## src/rtl/rpc_pkg.sv

```systemverilog
`default_nettype none
package rpc_pkg;

  localparam int CW = 32;          // coordinate width
  localparam int SW = 31;          // width / height width
  localparam int OW = CW + 1;      // point offset from corner
  localparam int DW = CW + 3;      // doubled offset from center
  localparam int AW = DW - 1;      // magnitude of doubled offset
  localparam int PW = AW + SW;     // cross product
  localparam int QW = SW;          // quotient bits
  localparam int HW = CW + 4;      // crossing coordinate in half units
  localparam int FW = HW - 1;      // crossing coordinate after flooring

  typedef enum logic [1:0] {
    CFG_RECT_X      = 2'd0,
    CFG_RECT_Y      = 2'd1,
    CFG_RECT_WIDTH  = 2'd2,
    CFG_RECT_HEIGHT = 2'd3
  } cfg_idx_e;

  typedef enum logic [1:0] {
    LOC_OUTSIDE = 2'd0,
    LOC_BORDER  = 2'd1,
    LOC_INSIDE  = 2'd2
  } loc_e;

  typedef struct packed {
    loc_e loc;
    logic vert;
    logic neg;
    logic steep;
  } tag_t;

  typedef struct packed {
    logic signed [CW-1:0] x;
    logic signed [CW-1:0] y;
    logic [SW-1:0]        w;
    logic [SW-1:0]        h;
  } rect_t;

endpackage
`default_nettype wire

```

## src/rtl/rpc_back.sv

```systemverilog
`default_nettype none
module rpc_back (
  input  wire logic                          clk_i,
  input  wire logic                          rst_ni,
  input  wire logic                          adv_i,
  input  wire logic                          valid_i,
  input  wire rpc_pkg::tag_t                 tag_i,
  input  wire logic [rpc_pkg::QW-1:0]        quo_i,
  input  wire rpc_pkg::rect_t                rect_i,
  output logic                               valid_o,
  output logic [1:0]                         location_o,
  output logic signed [rpc_pkg::CW-1:0]      first_cross_x_o,
  output logic signed [rpc_pkg::CW-1:0]      first_cross_y_o,
  output logic signed [rpc_pkg::CW-1:0]      second_cross_x_o,
  output logic signed [rpc_pkg::CW-1:0]      second_cross_y_o,
  output logic                               saturated_o
);

  // stage E: crossing points in half units, floored
  logic signed [rpc_pkg::HW-1:0] x2, y2, wx, hx, w2, h2, cx, cy, qx, sq;
  logic signed [rpc_pkg::HW-1:0] ax, ay, bx, by;

  assign x2 = {{3{rect_i.x[rpc_pkg::CW-1]}}, rect_i.x, 1'b0};
  assign y2 = {{3{rect_i.y[rpc_pkg::CW-1]}}, rect_i.y, 1'b0};
  assign wx = {5'b00000, rect_i.w};
  assign hx = {5'b00000, rect_i.h};
  assign w2 = {4'b0000, rect_i.w, 1'b0};
  assign h2 = {4'b0000, rect_i.h, 1'b0};
  assign cx = x2 + wx;
  assign cy = y2 + hx;
  assign qx = {5'b00000, quo_i};
  assign sq = tag_i.neg ? -qx : qx;

  always_comb begin
    if (tag_i.vert) begin
      ax = cx;
      bx = cx;
      ay = y2;
      by = y2 + h2;
    end else if (tag_i.steep) begin
      ax = cx - sq;
      bx = cx + sq;
      ay = y2;
      by = y2 + h2;
    end else begin
      ax = x2;
      bx = x2 + w2;
      ay = cy - sq;
      by = cy + sq;
    end
  end

  logic                          e_valid_q;
  rpc_pkg::loc_e                 e_loc_q;
  logic signed [rpc_pkg::FW-1:0] e_ax_q, e_ay_q, e_bx_q, e_by_q;

  always_ff @(posedge clk_i or negedge rst_ni) begin
    if (!rst_ni) begin
      e_valid_q <= 1'b0;
    end else if (adv_i) begin
      e_valid_q <= valid_i;
    end
  end

  always_ff @(posedge clk_i) begin
    if (adv_i) begin
      e_loc_q <= tag_i.loc;
      e_ax_q  <= ax[rpc_pkg::HW-1:1];
      e_ay_q  <= ay[rpc_pkg::HW-1:1];
      e_bx_q  <= bx[rpc_pkg::HW-1:1];
      e_by_q  <= by[rpc_pkg::HW-1:1];
    end
  end

  // stage F: order and clamp
  function automatic logic [rpc_pkg::CW:0] clamp(input logic [rpc_pkg::FW-1:0] v);
    logic [rpc_pkg::FW-rpc_pkg::CW:0] top;
    top = v[rpc_pkg::FW-1:rpc_pkg::CW-1];
    if ((&top) || !(|top)) begin
      clamp = {1'b0, v[rpc_pkg::CW-1:0]};
    end else if (v[rpc_pkg::FW-1]) begin
      clamp = {1'b1, 1'b1, {(rpc_pkg::CW-1){1'b0}}};
    end else begin
      clamp = {1'b1, 1'b0, {(rpc_pkg::CW-1){1'b1}}};
    end
  endfunction

  logic                          swap;
  logic signed [rpc_pkg::FW-1:0] fx, fy, sx, sy;
  logic [rpc_pkg::CW:0]          cfx, cfy, csx, csy;

  assign swap = (e_ax_q > e_bx_q) || ((e_ax_q == e_bx_q) && (e_ay_q > e_by_q));
  assign fx = swap ? e_bx_q : e_ax_q;
  assign fy = swap ? e_by_q : e_ay_q;
  assign sx = swap ? e_ax_q : e_bx_q;
  assign sy = swap ? e_ay_q : e_by_q;
  assign cfx = clamp(fx);
  assign cfy = clamp(fy);
  assign csx = clamp(sx);
  assign csy = clamp(sy);

  logic                         f_valid_q;
  logic [1:0]                   f_loc_q;
  logic [rpc_pkg::CW-1:0]       f_fx_q, f_fy_q, f_sx_q, f_sy_q;
  logic                         f_sat_q;

  always_ff @(posedge clk_i or negedge rst_ni) begin
    if (!rst_ni) begin
      f_valid_q <= 1'b0;
    end else if (adv_i) begin
      f_valid_q <= e_valid_q;
    end
  end

  always_ff @(posedge clk_i) begin
    if (adv_i) begin
      f_loc_q <= e_loc_q;
      f_fx_q  <= cfx[rpc_pkg::CW-1:0];
      f_fy_q  <= cfy[rpc_pkg::CW-1:0];
      f_sx_q  <= csx[rpc_pkg::CW-1:0];
      f_sy_q  <= csy[rpc_pkg::CW-1:0];
      f_sat_q <= cfx[rpc_pkg::CW] | cfy[rpc_pkg::CW] | csx[rpc_pkg::CW] | csy[rpc_pkg::CW];
    end
  end

  assign valid_o          = f_valid_q;
  assign location_o       = f_loc_q;
  assign first_cross_x_o  = f_fx_q;
  assign first_cross_y_o  = f_fy_q;
  assign second_cross_x_o = f_sx_q;
  assign second_cross_y_o = f_sy_q;
  assign saturated_o      = f_sat_q;

endmodule
`default_nettype wire

```

## config.mk

```make
export PLATFORM = sky130hd
export DESIGN_NAME = rpc_back
export DESIGN_NICKNAME = d
export VERILOG_FILES = /design/src/rtl/rpc_pkg.sv /design/src/rtl/rpc_back.sv
export SDC_FILE = /design/constraint.sdc
export NUM_CORES = 1
export LEC_CHECK = 0
export BUFFER_PORTS_ARGS = -buffer_cell sky130_fd_sc_hd__clkbuf_2
export CAP_MARGIN = 20
export CORE_ASPECT_RATIO = 1.25
export CORE_UTILIZATION = 25
export DETAILED_ROUTE_END_ITERATION = 10
export PLACE_DENSITY_LB_ADDON = 0.08
export SETUP_SLACK_MARGIN = 0.3
export SLEW_MARGIN = 25
export SYNTH_ARGS = -nofsm -noshare
export SYNTH_HDL_FRONTEND = slang
export SYNTH_SLANG_ARGS = --single-unit
```

## constraint.sdc

```tcl
create_clock -name clk_i -period 6.48 [get_ports clk_i]
set_input_delay 0.972 -clock clk_i [delete_from_list [all_inputs] [get_ports clk_i]]
set_output_delay 0.972 -clock clk_i [all_outputs]
set_load 0.02 [all_outputs]
```

======== Word-level counts from Yosys, hierarchy flattened ========
Cells that the tools add are included.
operators by class
  magnitude comparators ................... 2
  bitwise operators ....................... 3
  multiplexer cells ....................... 21
  eq/ne operators ......................... 1
  reduce and logical (&&, ||, !) cells .... 18
  $add $sub $neg .......................... 9
operators by type and width
  cell                                            number
  36-bit two-way mux                              9
  35-bit two-way mux                              4
  33-bit two-way mux                              4
  32-bit two-way mux                              4
  34-bit by 36-bit adder with 36-bit output       2
  34-bit by 36-bit subtractor with 36-bit output  2
  35-bit > comparator                             2
  33-bit by 32-bit adder with 34-bit output       2
  33-bit by 33-bit adder with 34-bit output       2
  31-bit negation with 36-bit output              1
  35-bit == test                                  1
  4-bit AND reduction                             4
  4-bit OR reduction                              4
  1-bit logical OR                                5
  1-bit zero test                                 4
  1-bit OR                                        3
  1-bit logical AND                               1
storage, ports and cells
  logic and storage cells ................. 67
  output and inout bits ................... 132
  input port bits ......................... 166
  flip-flop bits (word level) ............. 275

======== Longest topological paths before layout ========
  word-level depth ........................ 11
  mapped depth ............................ 24
  gate-level depth less buffers ........... 23

======== Worst setup path before layout ========
Ideal clock, no wire load.
  kind .................................... input to register
  start point ............................. input port quo_i[10] (netlist name)
  end point ............................... register e_ax_q[32] (netlist name) (data pin)
  data required time ...................... 6.208 ns
  path buffers ............................ 1
  setup time .............................. 0.272 ns
  stages on the path ...................... 18
  path slack .............................. 0.523 ns
  arrival time ............................ 5.685 ns
  cell sequence ........................... or4_4 or4_4 or3_4 or3_1 buf_6 o31ai_1 xnor2_1 ha_1 or4_1 nor3_1 nand2b_1 nor3_1 a2111oi_0 nor4b_1 nor3_1 o31ai_1 xnor2_1 o21ai_0
on the way
  longest elaborated chain between the ends .. 5
RTL lines
  item                                              RTL line        text
  start, declared                                   rpc_back.sv:8   input wire logic [rpc_pkg::QW-1:0] quo_i,
  31-bit negation with 36-bit output                rpc_back.sv:32  assign sq = tag_i.neg ? -qx : qx;
  36-bit two-way mux *                              rpc_back.sv:32
  34-bit by 36-bit subtractor with 36-bit output *  rpc_back.sv:41  ax = cx - sq;
  36-bit two-way mux *                              rpc_back.sv:40  end else if (tag_i.steep) begin
  36-bit two-way mux *                              rpc_back.sv:35  if (tag_i.vert) begin
  net ax (one bit)                                  rpc_back.sv:21  logic signed [rpc_pkg::HW-1:0] ax, ay, bx, by;
  end signal, assigned                              rpc_back.sv:68  e_ax_q <= ax[rpc_pkg::HW-1:1];
  end, declared                                     rpc_back.sv:55  logic signed [rpc_pkg::FW-1:0] e_ax_q, e_ay_q, e_bx_q, e_by_q;
Mark *: on every way through the listed nets, which the timed path passes. The rest lies on a longest branch.
A chain may end at the register's enable or synchronous reset.

======== Worst setup path in the final report ========
  start point ............................. input port quo_i[1] (netlist name)
  end point ............................... register e_ax_q[32] (netlist name) (data pin)
The elaborated chain is that of the path after synthesis.

==> key figures <==
Outcome
  – Status: finished with violations
  – Failing checks: DRC

Routing
  – Drt total wl: 106 mm
  – DRC Markers: 62
  – DRT Pass-1 Iters: 8
  – Drt wl/cell: 20.6 µm
  – Via density: 4.91
  – DR iter-0 viols: 1705
  – Post-route ant nets: 0
  – Via count: 25300

Final layout
  – Post-route cell area: between 30000 and 40000 µm²
  – # fillers: 11900
  – Multi-input logic area: 18400 µm²
  – Layout Nets: 4162
  – Register area: 8250 µm²
  – Layout cell share with drive strength beyond 1: a little under a fifth
  – Final design utilization: 30.8%
  – Area delta synth->final: 21.8%

Critical path
  – Worst r2r path cells: 12
  – CP endpoint kind: flop
  – Critical path launch point type: input port
  – FF-to-FF Start: e_ay_q[1]
  – Reg-to-Reg End: first_cross_y_o[0]
  – Worst Path Required: ~6.8 ns
  – CP delay by family, top: simple AND/OR/NAND/NOR gates
  – Max incr delay on CP: 0.54 ns
  – CP max stage cell: or4_1
  – Arr. time, crit path: 6.18 ns
  – Worst reg-to-reg setup slack: 1.83 ns
  – Critical path class: in2reg
  – Critical-path cell list: clkbuf_2, inv_1, ha_1, nand2_1, or3_1, or3_1, or3_2, or3_1, o21ai_0, xnor2_1, ha_1, or4_1, nor3_1, nand2b_1, nor3_1, a2111oi_2, nor4b_2, nor3_1, o31ai_1, xnor2_1, o21ai_0
  – Worst Setup SP: quo_i[1]
  – Crit Path Max Fanout: 3
  – Crit path buffers/inverters: 2

Placed design
  – Routability cong.: ~0.89
  – Dpl hpwl: 88.7 mm
  – Place WS: -0.385 ns
  – Placed cell areas: 32700 µm²
  – Port Buf Inserts: 297

Global routing
  – Antenna violations before repair: 14
  – Vias in the first global route: 25500
  – Largest net degree at the start of global routing: 120
  – First-pass GRT wire length: 157 mm
  – Gr ovfl total: 0
  – Gr usage total: around 18%

Yosys
  – Synth Warn #: 0
  – Yosys top cell area share: 29.4%
  – Synth top area cells: edfxtp_1, ha_1, a21oi_1
  – Library cells used by synthesis: 80
  – Syn_nets: 3714
  – Register area share after synthesis: 29.5%
  – Yosys reg bits: 275
  – Prevailing post-synth register cell: edfxtp_1
  – Synthesized area per cell: 8.70 µm²
  – Synth area leader: edfxtp_1
  – Post-synth EDFFs: roughly 270
  – Syn Inst Count: ~3200
  – Synth Cell Area: 27900 µm²
  – Ys async rst share: 0.727%

Clock network
  – Total CTS buffers: 36
  – Max clock buf depth: 3
  – CTS Sinks: 275
  – Worst skew pair latency: 0.55 ns
  – CTS root buf: clkbuf_16
  – Clk slew on worst S/H paths: roughly 0.07 ns
  – H-tree levels: 2
  – CTS tree: yes

STA
  – Final period util: 91.0%
  – Crit path time final: approximately 5.9 ns
  – Pins Over Slew Limit: 0
  – Slew HR: 32.1%
  – Final WS setup: 0.584 ns
  – Worst-Margin Slew: 1.01 ns
  – Final hold vios: 0
  – Min Hold Slack: just under 0.2 ns
  – Setup violators final: 0
  – RSZ-0062 raised after global routing: false
  – Worst Skew: around 0.016 ns
  – Max Clk Rate: 170 MHz

Worst hold path
  – Worst hold path type: in2async

Die
  – # IOs: just under 300
  – Die Footprint: ~110000 µm²
  – DIE WIDTH: 301 µm
  – Starting Density: 25.3%
  – Row count: 136
  – Die Height: 376 µm
  – CORE AREA: approximately 110000 µm²

Power and ir drop
  – Pwr Total: 0.0102 W
  – Pwr per Cell Area: ~300 nW/µm²
  – VDD IR max: about 0.14 mV
  – Leak Pwr: 14.7 nW

Job
  – Max_cap viols: 0
## per-layer routing
layer / GRT usage, % / vias to the layer above / wire length [µm]
met3: 2.58 / 88 / 3930
met4: 4.40 / 16 / 2030
met2: 33.7 / 453 / 55000
li1: - / 12800 / -
met5: 0 / - / 100
met1: 22.0 / 11900 / 44900
## metrics by stage
stage                     setup TNS (ns)  instances
after floorplan                        0       3211
after global placement            -0.537       5067
after detailed placement           -1.09       5067
after CTS                              0       5131
after global routing                   0       5137
final                                  0       5143
## flip-flops by register name, indices dropped and copies added (netlist names)
register          flops
e_ax_q               35
e_ay_q               35
e_bx_q               35
e_by_q               35
first_cross_x_o      32
first_cross_y_o      32
second_cross_x_o     32
second_cross_y_o     32
e_loc_q               2
location_o            2
e_valid_q             1
saturated_o           1
valid_o               1
## Yosys cell counts, types with 7 or more instances
| cell type | n |
|---|---|
| edfxtp_1 | 273 |
| a31o_2 | 8 |
| fa_1 | 8 |
| a21o_1 | 88 |
| nor2b_1 | 38 |
| o221ai_1 | 7 |
| or4_1 | 13 |
| o21a_1 | 36 |
| o21ai_0 | 312 |
| o21bai_1 | 42 |
| and3_1 | 23 |
| mux2i_1 | 140 |
| mux2_2 | 8 |
| and2_1 | 13 |
| a21boi_0 | 11 |
| a21oi_1 | 336 |
| buf_1 | 17 |
| nand2_1 | 178 |
| o31a_1 | 7 |
| or3_1 | 31 |
| a211oi_1 | 40 |
| nand4_1 | 34 |
| inv_1 | 232 |
| nor4_1 | 20 |
| o41ai_1 | 20 |
| xor2_1 | 66 |
| a31oi_1 | 27 |
| o2111ai_1 | 10 |
| o211ai_1 | 24 |
| a211o_1 | 17 |
| nor3_1 | 58 |
| o31ai_1 | 28 |
| nand3_1 | 48 |
| nor2_1 | 207 |
| nand2b_1 | 38 |
| or2_2 | 14 |
| xnor2_1 | 171 |
| ha_1 | 329 |
| o22ai_1 | 9 |
| clkbuf_1 | 119 |
| a2111oi_0 | 12 |
## placed cells by master, fill, tap and decap left out, types with 34 or more instances in the layout
master / count
a21oi_1: 336
a21o_1: 88
nor2b_1: 38
nand4_1: 34
edfxtp_1: 273
xor2_1: 66
mux2i_1: 138
nor3_1: 57
o21bai_1: 42
clkbuf_2: 296
xnor2_1: 170
ha_1: 329
nand2b_1: 38
nand3_1: 48
o21ai_0: 311
inv_1: 232
o21a_1: 36
nand2_1: 175
buf_4: 250
a211oi_1: 37
clkbuf_16: 37
nor2_1: 202
## how the worst max path moves through the flow
| stage | to | slack (ns) | depth (start not counted) |
|---|---|---|---|
| floorplan | e_ax_q[32] | 0.52 | 18 |
| global placement | e_ay_q[34] | -0.28 | 25 |
| detailed placement | e_ay_q[34] | -0.39 | 25 |
| CTS | e_ay_q[28] | 0.32 | 24 |
| global route | e_ay_q[31] | 0.28 | 24 |
| finish | e_ax_q[32] | 0.58 | 21 |
## worst register-to-register path: cells and delay by family (launching register included)
family | cells | cell delay, ns
adder cells (fa/ha/maj) | 1 | 0.32
AND/OR/NAND/NOR | 2 | 0.21
flip-flops | 1 | 0.42
AO/OA/AOI/OAI | 5 | 1.62
buffers and inverters | 1 | 0.28
multiplexers | 3 | 1.52
## power by group
group	total, W	switching [W]	internal (W)
registers	0.00262	0.000163	0.00246
logic	0.00544	0.00325	0.00219
clock network	0.00210	0.000814	0.00128
## layout make-up
class | instances | area share (%)
Antenna cell | 9 | 0.0662
Clock buffer | 41 | 2.77
Clock inverter | 23 | 0.813
Inverter | 235 | 2.60
Multi-Input combinational cell | 2561 | 54.1
Sequential cell | 275 | 24.3
Tap cell | 1449 | 5.33
Timing Repair Buffer | 550 | 10.1
## logic make-up (layout without fill, tap and decap cells)
kind of cell               after synthesis  count (layout)  share of synthesized area [%]
AOI/OAI and AO/OA                     1092            1092                           24.2
and+or+nand+nor                        747             747                           13.1
buffers and inverters                  375             849                           5.09
adders and majority gates              337             337                           15.3
DFF                                    275             275                           29.5
xor gates and xnor gates               237             237                           7.43
muxes                                  148             148                           5.34
other                                    0               9                              0
## timing repair
item | CTS | global route
setup buffers | 0 | 3
pin swaps | 0 | 3
hold endpoints to repair | 0 | 0
endpoints found under the setup margin | 1 | 17
hold buffers | 0 | 0
gates resized for setup | 1 | 17
No activity file was read; power rests on OpenSTA's default activity.
