===== src/rtl/rpc_pkg.sv =====
`default_nettype none
package rpc_pkg;

  localparam int CW = 32;          // coordinate width
  localparam int SW = 31;          // width / height width
  localparam int OW = CW + 1;      // point offset from corner
  localparam int DW = CW + 3;      // doubled offset from center
  localparam int AW = DW - 1;      // magnitude of doubled offset
  localparam int PW = AW + SW;     // cross product
  localparam int QW = SW;          // quotient bits
  localparam int HW = CW + 4;      // crossing coordinate in half units
  localparam int FW = HW - 1;      // crossing coordinate after flooring

  typedef enum logic [1:0] {
    CFG_RECT_X      = 2'd0,
    CFG_RECT_Y      = 2'd1,
    CFG_RECT_WIDTH  = 2'd2,
    CFG_RECT_HEIGHT = 2'd3
  } cfg_idx_e;

  typedef enum logic [1:0] {
    LOC_OUTSIDE = 2'd0,
    LOC_BORDER  = 2'd1,
    LOC_INSIDE  = 2'd2
  } loc_e;

  typedef struct packed {
    loc_e loc;
    logic vert;
    logic neg;
    logic steep;
  } tag_t;

  typedef struct packed {
    logic signed [CW-1:0] x;
    logic signed [CW-1:0] y;
    logic [SW-1:0]        w;
    logic [SW-1:0]        h;
  } rect_t;

endpackage
`default_nettype wire


===== src/rtl/rpc_div_stage.sv =====
`default_nettype none
module rpc_div_stage (
  input  wire logic                      clk_i,
  input  wire logic                      rst_ni,
  input  wire logic                      adv_i,
  input  wire logic                      valid_i,
  input  wire rpc_pkg::tag_t             tag_i,
  input  wire logic [rpc_pkg::AW-1:0]    rem_i,
  input  wire logic [rpc_pkg::QW-1:0]    low_i,
  input  wire logic [rpc_pkg::QW-1:0]    quo_i,
  input  wire logic [rpc_pkg::AW-1:0]    den_i,
  output logic                           valid_o,
  output rpc_pkg::tag_t                  tag_o,
  output logic [rpc_pkg::AW-1:0]         rem_o,
  output logic [rpc_pkg::QW-1:0]         low_o,
  output logic [rpc_pkg::QW-1:0]         quo_o,
  output logic [rpc_pkg::AW-1:0]         den_o
);

  logic [rpc_pkg::AW:0]   trial, diff;
  logic                   ge;
  logic                   valid_q;
  rpc_pkg::tag_t          tag_q;
  logic [rpc_pkg::AW-1:0] rem_q, den_q;
  logic [rpc_pkg::QW-1:0] low_q, quo_q;

  // one restoring step: bring down the next dividend bit
  assign trial = {rem_i, low_i[rpc_pkg::QW-1]};
  assign diff  = trial - {1'b0, den_i};
  assign ge    = trial >= {1'b0, den_i};

  always_ff @(posedge clk_i or negedge rst_ni) begin
    if (!rst_ni) begin
      valid_q <= 1'b0;
    end else if (adv_i) begin
      valid_q <= valid_i;
    end
  end

  always_ff @(posedge clk_i) begin
    if (adv_i) begin
      tag_q <= tag_i;
      den_q <= den_i;
      rem_q <= ge ? diff[rpc_pkg::AW-1:0] : trial[rpc_pkg::AW-1:0];
      low_q <= {low_i[rpc_pkg::QW-2:0], 1'b0};
      quo_q <= {quo_i[rpc_pkg::QW-2:0], ge};
    end
  end

  assign valid_o = valid_q;
  assign tag_o   = tag_q;
  assign rem_o   = rem_q;
  assign low_o   = low_q;
  assign quo_o   = quo_q;
  assign den_o   = den_q;

endmodule
`default_nettype wire


===== config.mk =====
export PLATFORM = sky130hd
export DESIGN_NAME = rpc_div_stage
export DESIGN_NICKNAME = d
export VERILOG_FILES = /design/src/rtl/rpc_pkg.sv /design/src/rtl/rpc_div_stage.sv
export SDC_FILE = /design/constraint.sdc
export NUM_CORES = 1
export LEC_CHECK = 0
export BUFFER_PORTS_ARGS = -buffer_cell sky130_fd_sc_hd__buf_2
export CORE_ASPECT_RATIO = 1.25
export CORE_UTILIZATION = 45
export CTS_CLUSTER_SIZE = 24
export DETAILED_ROUTE_END_ITERATION = 6
export GPL_ROUTABILITY_DRIVEN = 1
export HOLD_SLACK_MARGIN = 0.15
export PLACE_DENSITY_LB_ADDON = 0.08
export SLEW_MARGIN = 20
export SYNTH_ARGS = -nofsm -noshare
export SYNTH_HDL_FRONTEND = slang
export SYNTH_SLANG_ARGS = --single-unit

===== constraint.sdc =====
create_clock -name clk_i -period 1.9 [get_ports clk_i]
set_input_delay 0.38 -clock clk_i [delete_from_list [all_inputs] [get_ports clk_i]]
set_output_delay 0.38 -clock clk_i [all_outputs]
set_load 0.01 [all_outputs]

## Yosys cells after proc, flatten, opt, wreduce, memory -nomap -nowiden

Cells that the tools add are included.

| word-level totals | value |
|---|---|
| flip-flop bits (word level) | 135 |
| output and inout port bits | 136 |
| word-level logic and storage cells | 12 |

| cells by class | value |
|---|---|
| add/subtract/negate cells | 1 |
| magnitude comparators | 1 |
| multiplexer cells | 1 |

Operators with widths:

| operator | number |
|---|---|
| 35-bit by 34-bit >= comparator with 1-bit output | 1 |
| 34-bit two-way mux | 1 |
| 34-bit subtractor | 1 |

## Depth between registers and ports, before layout

Gate-level depths: netlist of the first run.

| depth | value |
|---|---|
| depth in word-level cells | 2 |
| mapped depth | 13 |
| depth with buffers taken out | 12 |

## Worst setup path before layout of the first run

Ideal clock, no wire load.

| timing | value |
|---|---|
| kind | input-to-reg |
| start point | input low_i[30] (netlist bit) |
| end point | register rem_q (netlist bit rem_o[32]) (data pin) |
| library setup time | 0.255 ns |
| arrival | 2.604 ns |
| path slack | -0.959 ns |
| stages | 12 |
| buffers on the path | 0 |
| cell sequence | inv_1 -> ha_1 -> inv_1 -> fa_1 -> a21oi_1 -> o211ai_1 -> a211oi_2 -> o22ai_1 -> o2111ai_1 -> a41oi_1 -> or3_1 -> a31o_1 |

| between the ends | value |
|---|---|
| word-level cells in the longest chain between the ends | 2 |
| elaborated cells on any way between the ends | 3 |
| those cells by class | 1 x add/sub; 1 x order compare; 1 x mux |

RTL lines:

| what | line | source |
|---|---|---|
| start: declaration | rpc_div_stage.sv:9 | `input wire logic [rpc_pkg::QW-1:0] low_i,` |
| 34-bit subtractor or 35-bit by 34-bit >= comparator with 1-bit output (tied branches) | rpc_div_stage.sv:29, rpc_div_stage.sv:30 |  |
| 34-bit two-way mux (*) | rpc_div_stage.sv:44 | `rem_q <= ge ? diff[rpc_pkg::AW-1:0] : trial[rpc_pkg::AW-1:0];` |
| end signal: assignment | rpc_div_stage.sv:44 |  |
| end: declaration | rpc_div_stage.sv:24 | `logic [rpc_pkg::AW-1:0] rem_q, den_q;` |

Mark *: on every way between the ends. The rest lies on a longest branch, timed or not.
A chain may end at the register's enable or synchronous reset.

## Worst setup path in the final report of the first run

Same ends and word-level chain as after synthesis.

==> impl_metrics.env, run 1 <==
export IMPL_synth_async_reset_ratio_pct=0.741
export IMPL_post_route_drc_count=0
export IMPL_ys_ff_latch=135
export IMPL_place_hpwl_um=13600
export IMPL_worstPathRequired_ps=2070
export IMPL_syn_cell_area_sq_um=6440
export IMPL_vias=6021
export IMPL_yosys_top_cells_area="edfxtp_1 (62%), ha_1 (6.6%), o21ai_0 (3.4%)"
export IMPL_finalSetupViolCount=35
export IMPL_cp_arrival_ps=2740
export IMPL_netlist_top_cell_by_area="edfxtp_1"
export IMPL_initial_core_util_pct=46.4
export IMPL_end_kind="flip-flop"
export IMPL_max_cap_violations=0
export IMPL_gp_congestion=0.852
export IMPL_ir_worst_vdd_v=0.000898
export IMPL_endpoint="rem_o[32]"
export IMPL_routed_wl_um=20900
export IMPL_leakage_uw=0.00501
export IMPL_grt_pass1_wl_um=30900
export IMPL_drt_iter0_drc=226
export IMPL_ys_flop_type="edfxtp_1"
export IMPL_worst_slack_ps=-670
export IMPL_synth_edf_count=134
export IMPL_startpoint="low_i[30]"
export IMPL_die_area_sq_um=14800
export IMPL_mostFrequentLayoutCell="buf_2"
export IMPL_syn_to_final_growth_pct=76.2
export IMPL_drtPass1Iterations=5
export IMPL_clkTransAtPathRegs_ps=60
export IMPL_r2r_end="valid_o"
export IMPL_htreeDepth=4
export IMPL_cp_slowest_cell="or3_1"
export IMPL_fp_dieH_um=136
export IMPL_violations="negative setup slack"
export IMPL_finClkSkew_ps=0
export IMPL_yosysSeqAreaShare_pct=62.8
export IMPL_pin_count=275
export IMPL_fill_cells=837
export IMPL_hold_viol_final=0
export IMPL_holdPathStages=1
export IMPL_rr_startpoint="valid_o"
export IMPL_worst_setup_path_type="input pin to flip-flop"
export IMPL_cts_buffer_depth=2
export IMPL_syn_area_per_cell_sq_um=12.5
export IMPL_core_area_sq_um=13900
export IMPL_avgViaCountPerCell=4.96
export IMPL_first_global_vias=6289
export IMPL_fin_util_pct=81.8
export IMPL_final_cell_mix="buf_2 (260), edfxtp_1 (134), buf_4 (127), dlygate4sd3_1 (92), nand2_1 (43)"
export IMPL_tritoncts="built"
export IMPL_status="finished with violations"
export IMPL_hold_path_class="input pin to flip-flop"
export IMPL_worst_skew_pair_late_latency_ps=410
export IMPL_rsz0062_at_grt="yes"
export IMPL_syn_nets=691
export IMPL_rows=48
export IMPL_drive_above_1_share_pct=51.9
export IMPL_finalMaxSlewViolations=0
export IMPL_maxClockFrequency_mhz=389
export IMPL_cts_buffers=17
export IMPL_ys_types=58
export IMPL_die_w_um=109
export IMPL_cp_num_buf_inv=4
export IMPL_rr_worst_depth=1
export IMPL_final_nets=1200
export IMPL_startpoint_type="input pin"
export IMPL_cts_root_buf="clkbuf_16"
export IMPL_synthCells=517
export IMPL_cts_sinks=135
export IMPL_reg2reg_slack_ps=1130
export IMPL_antenna_found_initial=0
export IMPL_period_minus_slack_ps=2570
export IMPL_crit_family="compound AO/OA/AOI/OAI gates"
export IMPL_wire_per_inst_um=17.2
export IMPL_grt_usage_pct=28.1
export IMPL_grt_max_degree=49
export IMPL_power_density_nw_per_um2=831
export IMPL_finalCritPeriodShare_pct=135
export IMPL_synth_top_area_share_pct=62.4
export IMPL_total_power_uw=9430
export IMPL_cp_depth=14
export IMPL_num_antenna_cells=0
export IMPL_crit_path_cell_trace="buf_12, inv_12, ha_4, inv_2, fa_2, a21oi_2, o211ai_1, a211oi_2, buf_4, o22ai_4, o2111ai_2, a41oi_2, or3_1, a31o_1"
export IMPL_ys_warnings_count=0
export IMPL_max_stage_delay_ps=380
export IMPL_port_buffers=272
export IMPL_path_max_fanout=2
export IMPL_gr_total_overflow=0
export IMPL_drtAntennaViolNets=0
## per-stage QoR
step | cell area, sq um | std cells | TNS [ps] | hold WS (ps) | worst slack, ps
4_1_cts | 11000 | 1202 | -16010 | 154 | -618
5_1_grt | 11400 | 1214 | -18740 | 159 | -729
3_5_place_dp | 8990 | 1056 | -32680 | 158 | -1240
3_3_place_gp | 8990 | 1056 | -32080 | 155 | -1200
2_1_floorplan | 6650 | 517 | -19840 | 84.4 | -891
6_report | 11400 | 1214 | -15110 | 173 | -670
## cells in the mapped netlist, drive strengths merged (9+ instances only)
cell type	count
clkbuf	12
nand4	9
buf	10
xor2	13
ha	34
inv	42
o21ai	48
xnor2	16
a21o	11
a21oi	34
nor2	22
edfxtp	134
nand2	52
## worst min-delay path by stage
stage,from,endpoint,slack [ps]
after floorplan,rst_ni,valid_o,80
after global placement,rst_ni,valid_o,160
after detailed placement,rst_ni,valid_o,160
after CTS,den_i[33],den_o[33],150
after global routing,den_i[31],den_o[31],160
final,den_i[31],den_o[31],170
## logic make-up (layout without fill, tap and decap cells)
kind of cell,count (synthesis),in the layout,share of synthesized area (%)
other cells,1,1,0.0582
compound gates,131,131,12.7
buf+inv,64,586,4.39
simple gates,117,117,8.27
flops,135,135,62.8
fa+ha+maj,35,35,6.91
mux,5,5,0.874
xor+xnor,29,29,3.94
## flip-flops by register name, indices dropped and copies added (netlist names)
register  cells
valid_o       1
tag_o         5
low_o        30
den_o        34
quo_o        31
rem_o        34
## layer usage
| metal | vias to the layer above | global-route usage [%] | routed length [um] |
|---|---|---|---|
| li1 | 2929 | - | - |
| met1 | 2848 | 29.6 | 7640 |
| met2 | 216 | 52.7 | 11500 |
| met3 | 28 | 7.31 | 1330 |
| met4 | 0 | 10.5 | 423 |
| met5 | - | 0 | 0 |
## timing repair
item	CTS	global route
setup buffers	21	16
hold buffers	90	2
hold endpoints to repair	90	2
resized for setup	67	60
pin swaps	34	36
setup endpoints to repair	35	35
gates cloned	5	0
## area by class of cell
| type | count | area, sq um | share of cell area [%] |
|---|---|---|---|
| Clock inverter | 14 | 164 | 1.44 |
| Sequential cell | 135 | 4050 | 35.7 |
| Inverter | 42 | 198 | 1.74 |
| Multi-Input combinational cell | 318 | 2640 | 23.2 |
| Tap cell | 175 | 219 | 1.93 |
| Clock buffer | 18 | 429 | 3.78 |
| Timing Repair Buffer | 512 | 3660 | 32.2 |
## power breakdown
group | switching [uW] | internal [uW]
clock network | 1350 | 1970
logic | 1150 | 1250
registers | 77.3 | 3630
total | 2580 | 6850
Note: power is estimated with default switching activity, not from simulation.
==> run 2: changes to the inputs <==
- clock period: 1.9 -> 3.1 ns (I/O delays scaled with it)
==> impl_metrics.env, run 2 (synthesized netlist as in run 1, its figures left out) <==
export IMPL_power_density_nw_per_um2=580
export IMPL_max_cap_violations=0
export IMPL_drt_iter0_drc=196
export IMPL_initial_core_util_pct=46.4
export IMPL_htreeDepth=4
export IMPL_grt_max_degree=58
export IMPL_power_frac_clock_pct=37.2
export IMPL_tritoncts="built"
export IMPL_ir_worst_vdd_v=0.000384
export IMPL_first_global_vias=5177
export IMPL_cp_arrival_ps=3060
export IMPL_avgViaCountPerCell=5.02
export IMPL_clkTransAtPathRegs_ps=60
export IMPL_worst_setup_path_type="input pin to flip-flop"
export IMPL_p_seq_share_pct=43.2
export IMPL_drtPass1Iterations=4
export IMPL_maxClockFrequency_mhz=346
export IMPL_mostFrequentLayoutCell="buf_2"
export IMPL_swShare_pct=26.0
export IMPL_gr_total_overflow=0
export IMPL_path_max_fanout=4
export IMPL_hold_path_class="input pin to flip-flop"
export IMPL_cts_buffer_depth=2
export IMPL_cts_root_buf="clkbuf_16"
export IMPL_postPlaceCellArea_sq_um=8420
export IMPL_power_frac_comb_pct=19.6
export IMPL_core_area_sq_um=13900
export IMPL_routed_wl_um=16500
export IMPL_port_buffers=272
export IMPL_final_nets=1025
export IMPL_post_route_drc_count=0
export IMPL_rows=48
export IMPL_fp_dieH_um=136
export IMPL_drive_above_1_share_pct=44.5
export IMPL_status="complete, no violations"
export IMPL_hold_viol_final=0
export IMPL_die_area_sq_um=14800
export IMPL_num_antenna_cells=0
export IMPL_relSlewSlack_pct=64.0
export IMPL_grt_usage_pct=22.2
export IMPL_setup_tns_ps=0
export IMPL_worstPathRequired_ps=3270
export IMPL_end_kind="flip-flop"
export IMPL_final_cell_mix="buf_2 (271), edfxtp_1 (134), buf_4 (61), nand2_1 (52), o21ai_0 (44)"
export IMPL_finalSetupViolCount=0
export IMPL_p_switching_uw=1370
export IMPL_pin_count=275
export IMPL_die_w_um=109
export IMPL_place_hpwl_um=12900
export IMPL_startpoint_type="input pin"
export IMPL_period_minus_slack_ps=2890
export IMPL_p_int_uw=3880
export IMPL_postLayoutCellArea_sq_um=9040
export IMPL_wire_per_inst_um=15.9
export IMPL_gp_congestion=0.857
export IMPL_finClkSkew_ps=0
export IMPL_leakage_uw=0.00405
export IMPL_vias=5212
export IMPL_antenna_found_initial=1
export IMPL_drtAntennaViolNets=0
export IMPL_worst_skew_pair_late_latency_ps=410
export IMPL_cts_buffers=17
export IMPL_tightest_slew_ps=541
export IMPL_syn_to_final_growth_pct=40.3
export IMPL_finalCritPeriodShare_pct=93.2
export IMPL_finalMaxSlewViolations=0
export IMPL_grt_pass1_wl_um=24900
export IMPL_cts_sinks=135
export IMPL_rsz0062_at_grt="no"
## run 2: cell types whose count changed in the layout (fill, tap and decap cells not counted), sizes merged
cell,delta
clkinvlp,+1
clkinv,+4
buf,-84
dlygate4sd3,-91
clkbuf,-1
inv,-5
## run 2: repair_timing
action / 4_1_cts / 5_1_grt
gates resized for setup: 0 / 5
setup endpoints to repair: 0 / 1
setup buffers: 0 / 2
hold buffers: 1 / 0
endpoints found under the hold margin: 1 / 0
## run 2: worst paths after layout
path / startpoint / end / slack, ps / cells past startpoint
min reg2reg: valid_o / valid_o / 530 / 1
min: quo_i[19] / quo_o[20] / 380 / 1
min in group asynchronous: rst_ni / valid_o / 530 / 2
max reg2reg: valid_o / valid_o / 2340 / 1
max in group asynchronous: rst_ni / valid_o / 2490 / 2
max: low_i[30] / rem_o[32] / 210 / 13
## run 2: through the flow
step / utilization, % / worst slack [ps] / power (uW) / hold WS (ps) / std cells
after floorplan: - / 0.555 / 2820 / 324 / 517
after global placement: 60.7 / -285 / 3300 / 395 / 1004
after detailed placement: 60.7 / -352 / 3330 / 396 / 1004
after CTS: 64.9 / 70.9 / 5290 / 365 / 1036
after global routing: 65.2 / 15.0 / 5480 / 359 / 1038
final: 65.2 / 210 / 5250 / 379 / 1038
## run 2: power by group through the flow
stage                     clock (uW)  combinational [uW]  sequential [uW]
after floorplan                    0                 408             2410
after global placement             0                1000             2300
after detailed placement           0                1020             2310
after CTS                       1990                1030             2270
after global routing            2060                1130             2290
final                           1950                1030             2270
## run 2: metal layers
| metal | share of wire, % | track usage (%) | up-vias |
|---|---|---|---|
| met5 | 0 | 0 | - |
| met3 | 7.4 | 6.30 | 20 |
| met4 | 1.6 | 7.51 | 0 |
| met1 | 37 | 23.5 | 2434 |
| li1 | - | - | 2572 |
| met2 | 54 | 41.3 | 186 |
## run 2: worst max-delay path, cell delays in order
cell and delay, ps:
buf_2 100, inv_1 50, ha_1 160, inv_1 70
fa_2 360, a21oi_2 160, o211ai_1 210, a211oi_2 330
o22ai_2 130, o2111ai_2 190, a41oi_2 140, or3_1 320
a31o_1 220
## run 2: layout make-up
cell class,count,area (sq um)
clock inverter,14,151
multi-input combinational,318,2150
tap,175,219
inverter,42,158
fill,1123,4830
sequential,135,4050
clock buffer,17,425
timing repair buffer,337,1900
==> run 3: changes to the inputs <==
- clock period: 3.1 -> 3.5 ns (I/O delays scaled with it)
==> impl_metrics.env, run 3 (synthesized netlist as in run 1, its figures left out) <==
export IMPL_drtPass1Iterations=4
export IMPL_initial_core_util_pct=46.4
export IMPL_avgViaCountPerCell=5.04
export IMPL_die_w_um=109
export IMPL_endpoint="rem_o[32]"
export IMPL_cts_buffer_depth=2
export IMPL_p_int_uw=3230
export IMPL_rr_worst_depth=1
export IMPL_rsz0062_at_grt="no"
export IMPL_hp_start="quo_i[16]"
export IMPL_grt_use_met1_pct=23.0
export IMPL_finalSetupViolCount=0
export IMPL_final_cell_mix="buf_2 (271), edfxtp_1 (134), nand2_1 (52), o21ai_0 (44), inv_1 (41)"
export IMPL_rr_startpoint="valid_o"
export IMPL_post_route_drc_count=0
export IMPL_met3_usage_pct=6.16
export IMPL_ir_worst_vdd_v=0.000346
export IMPL_reg2reg_slack_ps=2760
export IMPL_status="complete, no violations"
export IMPL_hold_viol_final=0
export IMPL_path_max_fanout=4
export IMPL_first_global_vias=4861
export IMPL_multi_input_area_sq_um=2120
export IMPL_finClkSkew_ps=0
export IMPL_antenna_found_initial=0
export IMPL_cts_hold_buf=1
export IMPL_whs_ps=462
export IMPL_place_hpwl_um=12100
export IMPL_swShare_pct=26.8
export IMPL_drive_above_1_share_pct=40.5
export IMPL_end_kind="flip-flop"
export IMPL_postLayoutCellArea_sq_um=8570
export IMPL_tritoncts="built"
export IMPL_worst_skew_pair_late_latency_ps=410
export IMPL_mostFrequentLayoutCell="buf_2"
export IMPL_cts_buffers=17
export IMPL_pin_count=275
export IMPL_routed_wl_um=15700
export IMPL_power_frac_comb_pct=18.6
export IMPL_fill_cells=1161
export IMPL_gr_total_overflow=0
export IMPL_postPlaceCellArea_sq_um=8040
export IMPL_grt_max_degree=53
export IMPL_r2r_end="valid_o"
export IMPL_fp_dieH_um=136
export IMPL_gr_usage_met2_pct=39.1
export IMPL_max_cap_violations=0
export IMPL_clkTransAtPathRegs_ps=60
export IMPL_power_frac_clock_pct=35.9
export IMPL_cts_resized=0
export IMPL_cts_root_buf="clkbuf_16"
export IMPL_worstPathRequired_ps=3660
export IMPL_grt_pass1_wl_um=23700
export IMPL_power_density_nw_per_um2=515
export IMPL_period_minus_slack_ps=3160
export IMPL_core_area_sq_um=13900
export IMPL_tightest_slew_ps=498
export IMPL_worst_setup_path_type="input pin to flip-flop"
export IMPL_num_antenna_cells=0
export IMPL_startpoint_type="input pin"
export IMPL_htreeDepth=4
export IMPL_p_seq_share_pct=45.5
export IMPL_vias=4979
export IMPL_p_switching_uw=1180
export IMPL_drt_iter0_drc=116
export IMPL_grt_usage_pct=21.3
export IMPL_startpoint="low_i[30]"
export IMPL_cts_sinks=135
export IMPL_gp_congestion=0.820
export IMPL_post_place_ws_ps=-53.2
export IMPL_rows=48
export IMPL_drtAntennaViolNets=0
export IMPL_maxClockFrequency_mhz=317
export IMPL_top_usage_layer="met2"
export IMPL_die_area_sq_um=14800
export IMPL_port_buffers=272
export IMPL_syn_to_final_growth_pct=33.1
export IMPL_final_nets=974
export IMPL_cts_setup_buffers=0
export IMPL_relSlewSlack_pct=66.5
export IMPL_leakage_uw=0.00379
export IMPL_finalCritPeriodShare_pct=90.2
export IMPL_finalMaxSlewViolations=0
export IMPL_wire_per_inst_um=15.9
export IMPL_hold_path_class="input pin to flip-flop"
export IMPL_cp_arrival_ps=3310
export IMPL_worst_slack_ps=343
export IMPL_ff_latch_area_sq_um=4050
export IMPL_setup_tns_ps=0
-- run 3: cell count changes in the layout (fill, tap and decap cells not counted), sizes merged --
cell | before | now
clkinv | 6 | 8
bufinv | 2 | 0
clkinvlp | 3 | 2
buf | 336 | 285
inv | 45 | 46
-- run 3: worst max-delay path, cell delays in order --
cell and delay, ps:
buf_2 110, inv_1 50, ha_1 170, inv_1 60, fa_1 410, a21oi_1 220
o211ai_1 210, a211oi_2 310, o22ai_1 180, o2111ai_1 210, a41oi_1 150, or3_1 320
a31o_1 220
-- run 3: worst min path at each step --
stage                 to  slack [ps]  cells after the start
2_1_floorplan    valid_o         400                      0
5_1_grt        quo_o[18]         440                      1
6_report       quo_o[17]         460                      1
4_1_cts        quo_o[17]         450                      1
3_5_place_dp     valid_o         480                      1
3_3_place_gp     valid_o         480                      1
-- run 3: stage by stage --
step | cells | total power [uW] | util (%)
finish | 987 | 4410 | 61.8
floorplan | 517 | 2500 | -
CTS | 987 | 4460 | 61.8
detailed placement | 955 | 2870 | 57.9
global route | 987 | 4620 | 61.8
global placement | 955 | 2850 | 57.9
-- run 3: final cells by class --
type	instances	share of cell area, %
flip-flops and latches	135	47.2
inverters	42	1.84
repair buffers	286	17.5
multi-input cells	318	24.7
well taps	175	2.55
clock inverters	14	1.21
clock buffers	17	4.96
-- run 3: power by group through the flow --
stage | sequential, uW | clock [uW] | combinational, uW
floorplan | 2140 | 0 | 361
global placement | 2040 | 0 | 814
detailed placement | 2040 | 0 | 826
CTS | 2010 | 1620 | 832
global route | 2020 | 1690 | 909
finish | 2010 | 1590 | 821
-- run 3: metal layers --
metal,vias up,wire length [um]
li1,2474,-
met1,2309,5950
met2,185,8490
met3,11,1090
met4,0,176
met5,-,0
